$ cat src/hdl/fpn_pkg.sv
package fpn_pkg;

  // hash multipliers
  localparam logic [31:0] HASH_M1 = 32'd3284157443;
  localparam logic [31:0] HASH_M2 = 32'd1911520717;
  localparam logic [31:0] HASH_M3 = 32'd2048419325;

  // quarter-wave sine coefficients, Q1.30
  localparam logic [63:0] SIN_C1 = 64'd1686629713;
  localparam logic [63:0] SIN_C3 = 64'd693598669;
  localparam logic [63:0] SIN_C5 = 64'd85569306;
  localparam logic [63:0] SIN_C7 = 64'd5026995;
  localparam logic [63:0] SIN_C9 = 64'd172272;

  // register indexes
  localparam logic [1:0] REG_SEED = 2'd0;
  localparam logic [1:0] REG_FREQ = 2'd1;
  localparam logic [1:0] REG_AMP  = 2'd2;

  localparam logic [15:0] FREQ_MIN  = 16'd6554;
  localparam logic [15:0] FREQ_MAX  = 16'd58982;
  localparam logic [15:0] FREQ_RST  = 16'd32768;
  localparam logic [15:0] AMP_MIN   = 16'd2048;
  localparam logic [15:0] AMP_RST   = 16'd4096;

  // datapath widths
  localparam int M_W   = 49;  // coord * frequency, Q.32
  localparam int DOT_W = 34;  // corner dot and blends, Q.30
  localparam int SUM_W = 56;  // octave sum, Q.42

  function automatic logic [31:0] rot16(logic [31:0] v);
    return {v[15:0], v[31:16]};
  endfunction

  // sin(pi/2 * u), u in Q1.30, result Q2.14; used at elaboration only
  function automatic logic [14:0] quarter_sine(logic [63:0] u);
    logic [63:0] u2;
    logic [63:0] t;
    logic [63:0] s;
    logic [63:0] r;
    u2 = (u * u) >> 30;
    t  = SIN_C9;
    t  = SIN_C7 - ((u2 * t) >> 30);
    t  = SIN_C5 - ((u2 * t) >> 30);
    t  = SIN_C3 - ((u2 * t) >> 30);
    t  = SIN_C1 - ((u2 * t) >> 30);
    s  = (u * t) >> 30;
    r  = (s + 64'd32768) >> 16;
    if (r > 64'd16384) r = 64'd16384;
    return r[14:0];
  endfunction

endpackage

$ cat src/hdl/fpn_scale.sv
// Final scale by 6/5 and saturation to Q1.15, two stages.
module fpn_scale (
  input  logic                            clk_i,
  input  logic                            rst_ni,
  input  logic                            en_i,
  input  logic                            valid_i,
  input  logic signed [fpn_pkg::SUM_W-1:0] sum_i,
  output logic                            valid_o,
  output logic signed [15:0]              data_o
);
  import fpn_pkg::*;

  localparam logic [SUM_W-25:0] SAT_LIM = (SUM_W-24)'(163845);

  logic [SUM_W-1:0]  mag;
  logic [SUM_W+2:0]  n6;
  logic [SUM_W-25:0] hf;
  logic [33:0]       prod;
  logic [15:0]       q;

  logic        v1_q;
  logic        neg_q;
  logic        sat_q;
  logic [17:0] h_q;
  logic        v2_q;
  logic [15:0] res_q;

  // magnitude times six, then drop 27 bits
  assign mag  = sum_i[SUM_W-1] ? SUM_W'(-sum_i) : SUM_W'(sum_i);
  assign n6   = {1'b0, mag, 2'b00} + {2'b00, mag, 1'b0};
  assign hf   = n6[SUM_W+2:27];
  // divide by five by reciprocal, exact below 2^18
  assign prod = 34'(h_q) * 34'd52429;
  assign q    = prod[33:18];

  always_ff @(posedge clk_i or negedge rst_ni) begin
    if (!rst_ni) begin
      v1_q <= 1'b0;
      v2_q <= 1'b0;
    end else if (en_i) begin
      v1_q <= valid_i;
      v2_q <= v1_q;
    end
  end

  always_ff @(posedge clk_i) begin
    if (en_i) begin
      neg_q <= sum_i[SUM_W-1];
      sat_q <= (hf >= SAT_LIM);
      h_q   <= hf[17:0];
      if (neg_q) begin
        res_q <= (sat_q || q > 16'd32768) ? 16'h8000 : 16'(-q);
      end else begin
        res_q <= (sat_q || q > 16'd32767) ? 16'h7fff : q;
      end
    end
  end

  assign valid_o = v2_q;
  assign data_o  = res_q;

endmodule

$ cat config.mk
export PLATFORM = sky130hd
export DESIGN_NAME = fpn_scale
export DESIGN_NICKNAME = d
export VERILOG_FILES = /design/src/hdl/fpn_pkg.sv /design/src/hdl/fpn_scale.sv
export SDC_FILE = /design/constraint.sdc
export NUM_CORES = 1
export LEC_CHECK = 0
export ABC_AREA = 1
export BUFFER_PORTS_ARGS = -buffer_cell sky130_fd_sc_hd__buf_4
export CAP_MARGIN = 20
export CORE_AREA = 2 2 192 194
export DETAILED_ROUTE_END_ITERATION = 8
export DIE_AREA = 0 0 194 196
export GPL_ROUTABILITY_DRIVEN = 1
export SLEW_MARGIN = 15
export SYNTH_ARGS = -nofsm -noshare
export SYNTH_HDL_FRONTEND = slang
export SYNTH_SLANG_ARGS = --single-unit
$ cat constraint.sdc
create_clock -name clk_i -period 5.7 [get_ports clk_i]
set_input_delay 0.285 -clock clk_i [delete_from_list [all_inputs] [get_ports clk_i]]
set_output_delay 0.285 -clock clk_i [all_outputs]
set_load 0.05 [all_outputs]
==> results.toml <==
[logic_synthesis]
synth_top_cell_area_share = 0.175
synth_fp_nets = 2656
ys_ff_latch = 38
yosysTopAreaCell = "ha_1"
synth_edf_count = 36
ys_types = 41
synth_flop_cell = "edfxtp_1"
avgSynthCellArea_um2 = 6.15
yosys_warnings = 0
async_flop_share = 0.0526
synthTopCellsByArea = "ha_1, nand2_1, inv_1"
seq_area_frac_synth = 0.0798
synth_area_um2 = 14200
netlist_instances = 2305

[timing]
drv_slew = 0
hold_violations = 0
worst_pin_slew_ps = 587
setup_violations = 0
min_period_over_period = 0.998
setup_ws_ps = 14.0
max-slew-margin-rel = 0.605
fmaxAchievable_mhz = 176
rsz0062_at_grt = "true"
fin_skew_ps = 8.01
period_needed_ps = 5690

[floorplan]
pin_count = 77
die-height_um = 196
core_um2 = 36100
die-area_um2 = 38000
start_util = 0.393
die_w_um = 194
std_cell_rows = 70

[clock_network]
clock-sinks = 38
clkTransAtPathRegs_ps = 60
cts_tree = "done"
clock_path_buffers = 2
cts_made_buffers = 5
clk_latency_ps = 300
ctsHtreeMaxLevel = 2
clockRootBuffer = "clkbuf_16"

[critical_path]
worstPathRequired_ps = 5720
worstPathArrival_ps = 5710
slowest_stage = "fa_1"
worstSetupEndpointType = "register"
start_kind = "register"
crit_fanout = 8
cp_slowest_stage_delay_ps = 540
crit_type = "reg2reg"
r2r_cells = 29

[place]
gp_congestion = 0.964
dp_hpwl_mm = 39.7
place_ws_ps = -347
numPortBuffers = 76

[finish]
mostFrequentLayoutCells = "nand2_1, inv_1, nor2_1"
drive_gt1_frac = 0.164
syn_to_final_growth_pct = 20.9
num-fill-cells = 3784
antenna_cells = 0
layout_commonest_cell = "nand2_1"
finalNetCount = 2861

[job]
drv_cap = 0

[grt]
grt-ovfl-total = 0
grt_max_degree = 42
grt_pass1_wl_mm = 72.8
antenna_found_initial = 0
grt_usage = 0.236
grt_pass1_vias = 15100

[worst_hold_path]
worstHoldPathCells = 3
min_path_type = "in2reg"

[run_status]
status = "complete, no violations"

[routing]
drt_iter0_drc = 799
via_per_inst = 4.94
drc = 0
routedWlPerCell_um = 15.1
routed_wl_mm = 44.9
drt.antenna.violating_nets = 0
vias = 14700
dr.pass1.iters = 5
-- cells by family (layout without fill, tap and decap cells) --
kind of cell / Yosys count / count (layout) / share of synthesized area
compound gates: 220 / 220 / 0.0829
xor+xnor: 69 / 69 / 0.0426
flops: 38 / 38 / 0.0798
simple gates: 1142 / 1143 / 0.344
fa+ha+maj: 291 / 291 / 0.306
buf+inv: 545 / 750 / 0.145
-- final cells by class --
type	instances	area, um^2	area share
Sequential cell	38	1130	0.0660
Timing Repair Buffer	207	1580	0.0924
Clock buffer	6	129	0.00752
Tap cell	468	586	0.0342
Multi-Input combinational cell	1723	11700	0.682
Clock inverter	2	8.76	0.000511
Inverter	535	2010	0.117
-- routing by layer --
layer | up-vias | track usage | share of wire
li1 | 7548 | - | -
met1 | 6735 | 0.278 | 0.43
met2 | 342 | 0.444 | 0.49
met3 | 103 | 0.0115 | 0.033
met4 | 0 | 0.102 | 0.047
met5 | - | 0 | 0
-- timing repair --
action | in CTS | in global routing
endpoints found under the setup margin | 16 | 16
cloned | 0 | 1
buffers inserted | 12 | 10
pin swaps | 48 | 78
hold endpoints to repair | 2 | 0
resized for setup | 71 | 90
hold buffers | 1 | 0
-- worst max-delay path: cells and delay by family (launching register included) --
| family | cells | cell delay [ps] |
|---|---|---|
| flip-flops | 1 | 430 |
| buffers and inverters | 8 | 590 |
| AND/OR/NAND/NOR | 13 | 1160 |
| AO/OA/AOI/OAI | 1 | 160 |
| adder cells (fa/ha/maj) | 7 | 3060 |
-- cell usage after synthesis, types with 5 or more instances --
cell      number
inv_2          8
o21bai_1       8
nand2_2       24
nor2_1       227
nand2_1      655
nor3_1        26
nor3_2         6
edfxtp_1      36
o21ai_0       76
nand4_1       36
ha_1         198
xor2_1        51
nand3_2        5
xnor2_1       18
and2_1         5
o21ai_1        8
clkbuf_1       8
a21o_1         7
fa_1          93
nor4_1         7
nor2_2        19
nand3b_1      13
nand3_1      105
a21oi_1      110
inv_1        527
-- path summary, 6_finish.rpt --
check                           startpoint         end  slack (ps)
worst max-delay path                h_q[7]  data_o[15]          10
worst min-delay path               valid_i        v1_q         200
worst max register to register      h_q[7]  data_o[15]          10
worst min register to register        v1_q     valid_o         510
max in group asynchronous           rst_ni     valid_o        5300
min in group asynchronous           rst_ni        v1_q         320
-- flip-flops by register name, indices dropped and copies added, names as in the netlist --
register / cells
valid_o: 1
v1_q: 1
h_q: 18
data_o: 16
neg_q: 1
sat_q: 1
-- through the flow --
| stage | TNS [ps] | util | area, um^2 | std cells | hold WS [ps] |
|---|---|---|---|---|---|
| 2_1_floorplan | 0 | - | 14200 | 2305 | -10.6 |
| 3_3_place_gp | -3910 | 0.446 | 16100 | 2947 | 67.2 |
| 3_5_place_dp | -4590 | 0.446 | 16100 | 2947 | 70.6 |
| 4_1_cts | 0 | 0.463 | 16700 | 2968 | 201 |
| 5_1_grt | -3390 | 0.475 | 17100 | 2979 | 217 |
| 6_report | 0 | 0.475 | 17100 | 2979 | 201 |
Power is not shown: default switching activity piles up to over one toggle a cycle in this logic, so the estimate is an artifact.
